### config.mk
export PLATFORM = sky130hd
export DESIGN_NAME = sac_lookup
export DESIGN_NICKNAME = d
export VERILOG_FILES = /design/src/design/sac_pkg.sv /design/src/design/sac_lookup.sv
export SDC_FILE = /design/constraint.sdc
export NUM_CORES = 1
export LEC_CHECK = 0
export BUFFER_PORTS_ARGS = -buffer_cell sky130_fd_sc_hd__buf_2
export CAP_MARGIN = 20
export CORE_AREA = 2 2 119 121
export DETAILED_ROUTE_END_ITERATION = 10
export DIE_AREA = 0 0 121 123
export SYNTH_ARGS = -nofsm -noshare
export SYNTH_HDL_FRONTEND = slang
export SYNTH_SLANG_ARGS = --single-unit
### constraint.sdc
create_clock -name vclk -period 5.7
set_input_delay 0.285 -clock vclk [all_inputs]
set_output_delay 0.285 -clock vclk [all_outputs]
set_load 0.02 [all_outputs]
### src/design/sac_pkg.sv
package sac_pkg;

    // Fixed field widths of the stream and configuration ports.
    localparam int IN_ADDR_W  = 32;
    localparam int CNT_W      = 32;
    localparam int OUT_WAY_W  = 3;
    localparam int S_TDATA_W  = 32;
    localparam int M_TDATA_W  = 104;
    localparam int CFG_IDX_W  = 3;
    localparam int CFG_DATA_W = 16;

    // Raw set index width: set_bits is three bits wide.
    localparam int SET_RAW_W = 7;

    // Configuration register indexes.
    localparam logic [CFG_IDX_W-1:0] CFG_OFFSET_BITS  = 3'd0;
    localparam logic [CFG_IDX_W-1:0] CFG_SET_BITS     = 3'd1;
    localparam logic [CFG_IDX_W-1:0] CFG_WAYS_USED    = 3'd2;
    localparam logic [CFG_IDX_W-1:0] CFG_POLICY       = 3'd3;
    localparam logic [CFG_IDX_W-1:0] CFG_HIT_TIME     = 3'd4;
    localparam logic [CFG_IDX_W-1:0] CFG_MISS_PENALTY = 3'd5;

    // Replacement policy codes.
    localparam logic POLICY_LRU = 1'b0;
    localparam logic POLICY_LFU = 1'b1;

    // Controller states.
    typedef enum logic [1:0] {
        ST_CLEAR,
        ST_IDLE,
        ST_EVAL,
        ST_SEARCH
    } sac_state_t;

    // Outcome of the way scan of one set.
    typedef struct packed {
        logic found;
        logic hit;
    } sac_lookup_t;

endpackage

### src/design/sac_lookup.sv
module sac_lookup #(
    parameter int MAX_WAYS   = 8,
    parameter int ADDR_WIDTH = 32,
    parameter int WAY_W      = 3,
    parameter int NW_W       = 4
) (
    input  logic [MAX_WAYS-1:0]                 line_valid,
    input  logic [MAX_WAYS-1:0][ADDR_WIDTH-1:0] line_tag,
    input  logic [ADDR_WIDTH-1:0]               line_addr,
    input  logic [NW_W-1:0]                     nways,
    output sac_pkg::sac_lookup_t                result,
    output logic [WAY_W-1:0]                    way
);

    logic [MAX_WAYS-1:0] way_fill;
    logic [MAX_WAYS-1:0] way_hit;
    logic [MAX_WAYS-1:0] way_decides;

    // Per-way classification: an empty way takes a fill, a matching way hits.
    always_comb begin
        for (int w = 0; w < MAX_WAYS; w++) begin
            way_fill[w] = (w < 32'(nways)) && !line_valid[w];
            way_hit[w]  = (w < 32'(nways)) && line_valid[w] && (line_tag[w] == line_addr);
        end
        way_decides = way_fill | way_hit;
    end

    // The lowest-numbered deciding way wins.
    always_comb begin
        way        = '0;
        result.hit = 1'b0;
        for (int w = MAX_WAYS - 1; w >= 0; w--) begin
            if (way_decides[w]) begin
                way        = WAY_W'(w);
                result.hit = way_hit[w];
            end
        end
        result.found = |way_decides;
    end

endmodule

==> summary.txt <==
Core area -> 0.0136 mm²
CP endpoint kind -> primary output
Netlist cell types -> 37
Crit path launch -> line_addr[27]
Normalized max-slew margin -> 37.8%
Setup TNS -> 0 ns
Largest family of logic cells by synthesized area -> XOR/XNOR gates
Global-route wire length before repair -> 26200 µm
CP Data Required Time -> 5.41 ns
Post-synthesis compound-gate area fraction -> 4.57%
Die Height -> 123 µm
Cts repair resizes -> 0
HPWL after DPL -> 16200 µm
Max-Cap Viols -> 0
Largest net degree at the start of global routing -> 10
Leak -> 2.31 nW
Area taken by flip-flops and latches -> 0 µm²
# nets final -> 1015
Warnings, synthesis -> 0
Slew @ Worst Pin -> 0.925 ns
Syn Inst Count -> 441
Initial DRT Pass Iterations -> 5
Antenna violations before repair -> 0
Setup crit end -> way[0]
FFs & Latches -> 0
Simple-Gate Fraction of Synth Area -> 22.1%
Fin crit share -> 58.1%
Top Ports -> 305
All-Layer GR Usage -> 24.1%
Hold/Removal Path Class -> primary input to primary output
WL final -> 18800 µm
Multiplexer share of the synthesized area -> 0%
Final Wtd Congestion -> 0.872
Die area -> 0.0149 mm²
RSZ-0062 raised after global routing -> false
# fillers -> 1508
Tot Pwr -> 0.000374 W
Initial Utilization -> 24.9%
Area delta synth->final -> 44.9%
Die X -> 121 µm
Starting DRT DRC Count -> 184
Min Tclk post-route -> 3.31 ns
Synth Cell Area -> 0.00339 mm²
CP Class -> primary input to primary output
Final max-slew violation count -> 0
Routed WL per cell -> 21.1 µm
FMAX -> 302 MHz
# rows -> 43
IO Port Bufs -> 305
Critical Path AT -> 3.02 ns
DR DRC count -> 0
Vias in the first global route -> 4313
Min Hold Slack -> 1.12 ns
Xor-xnor portion of the synthesized cell area -> 65.9%
Syn Nets -> 741
Fraction of layout cells with a size suffix above 1 -> 44.2%
Worst Setup Start Kind -> primary input
Pwr per Cell Area -> 76.1 mW/mm²
Final hold violation count -> 0
Worst-path maximum fanout -> 8
Via count -> 4152
Post-DRT Antenna Nets -> 0
Max rail drop VDD -> 39.0 µV
CTS Hold Bufs -> 0
# clk buffers -> 0
Register area share after synthesis -> 0%
Post-Synth Adder-Cell Area -> 0%
Avg Inst Size Synth -> 7.69 µm²
Setup repair bufs after CTS -> 0
Outcome -> finished clean
Grt ovf -> 0
# diodes -> 0
# setup viols final -> 0
Vias/cell -> 4.65
[critical path, cell delays in order]
cell	delay (ns)
buf_2	0.32
xor2_1	0.11
nor4_1	0.54
nand4_1	0.29
o32a_1	0.39
nand2b_1	0.15
and4b_1	0.20
o41ai_1	0.40
and2_1	0.18
buf_2	0.16
[report_power, final]
group          internal (W)  switching (W)  total (W)
clock network             0              0          0
registers                 0              0          0
logic              0.000181       0.000193   0.000374
[cells in the final DEF, fill, tap and decap left out, types with 2 or more instances in the layout]
cell type and count:
a21o_1 2, a21oi_1 2, a31oi_1 3, buf_2 305, inv_1 6, nand2_1 6, nand3_1 16, nand4_1 27
nor2_1 15, nor2b_1 3, nor3_1 12, nor4_1 42, o41ai_1 2, or2_2 2, xnor2_1 89, xnor2_2 4
xor2_1 159
[synth_stat cells]
cell / n / share of area (%)
o32a_1: 1 / 0.29
a221oi_1: 1 / 0.26
nor4_1: 42 / 7.7
nor4_4: 1 / 0.63
inv_1: 6 / 0.66
nand2b_1: 1 / 0.18
o22ai_1: 1 / 0.18
a31oi_1: 3 / 0.55
o21ai_0: 1 / 0.15
nand3_1: 16 / 2.4
or2_2: 2 / 0.37
nand2_1: 6 / 0.66
a21oi_2: 1 / 0.26
xnor2_1: 89 / 23
xnor2_2: 4 / 1.9
or4_4: 1 / 0.33
o21a_1: 1 / 0.22
and4b_1: 1 / 0.29
nand4_1: 27 / 5.0
a221o_1: 1 / 0.29
a211oi_1: 1 / 0.22
or2_1: 1 / 0.18
buf_2: 20 / 2.9
a21o_1: 2 / 0.44
xor2_1: 159 / 41
nor2b_1: 3 / 0.55
a21o_2: 1 / 0.26
a21oi_1: 2 / 0.29
or4_1: 1 / 0.22
buf_4: 5 / 1.1
and2_1: 1 / 0.18
a2111o_1: 1 / 0.33
buf_6: 8 / 2.7
nor3_1: 12 / 1.8
a41o_1: 1 / 0.29
o41ai_1: 2 / 0.52
nor2_1: 15 / 1.7
[area by class of cell]
cell class,count,area (µm²),share of cell area [%]
multi-input cells,402,3140,63.9
repair buffers,305,1530,31.0
well taps,180,225,4.58
inverters,6,22.5,0.458
[layer usage]
metal	up-vias	global-route usage (%)	wire length [µm]
li1	2044	-	-
met1	1897	31.4	8060
met2	190	43.5	9320
met3	21	2.26	1090
met4	0	4.14	354
met5	-	0	0
[per-stage QoR]
step	instance area (µm²)	setup slack, ns	util [%]	instances
6_report	4920	2.39	36.1	893
3_5_place_dp	4920	2.41	36.1	893
5_1_grt	4920	2.22	36.1	893
3_3_place_gp	4920	2.41	36.1	893
2_1_floorplan	3390	3.15	-	441
4_1_cts	4920	2.40	36.1	893
[cell families (layout without fill, tap and decap cells)]
kind of cell           after synthesis  count (layout)
AO/OA/AOI/OAI                       20              20
XOR/XNOR                           252             252
buffers and inverters               39             311
AND/OR/NAND/NOR                    130             130
[how the worst min path moves through the flow]
stage | start | to | slack [ns] | depth (start not counted)
after floorplan | line_valid[0] | result[0] | 0.86 | 3
after global placement | line_valid[0] | result[0] | 1.11 | 5
after detailed placement | line_valid[0] | result[0] | 1.12 | 5
after CTS | line_valid[0] | result[0] | 1.13 | 5
after global routing | line_valid[0] | result[0] | 1.16 | 5
final | line_valid[0] | result[0] | 1.12 | 5
No activity file was read; power rests on OpenSTA's default activity.
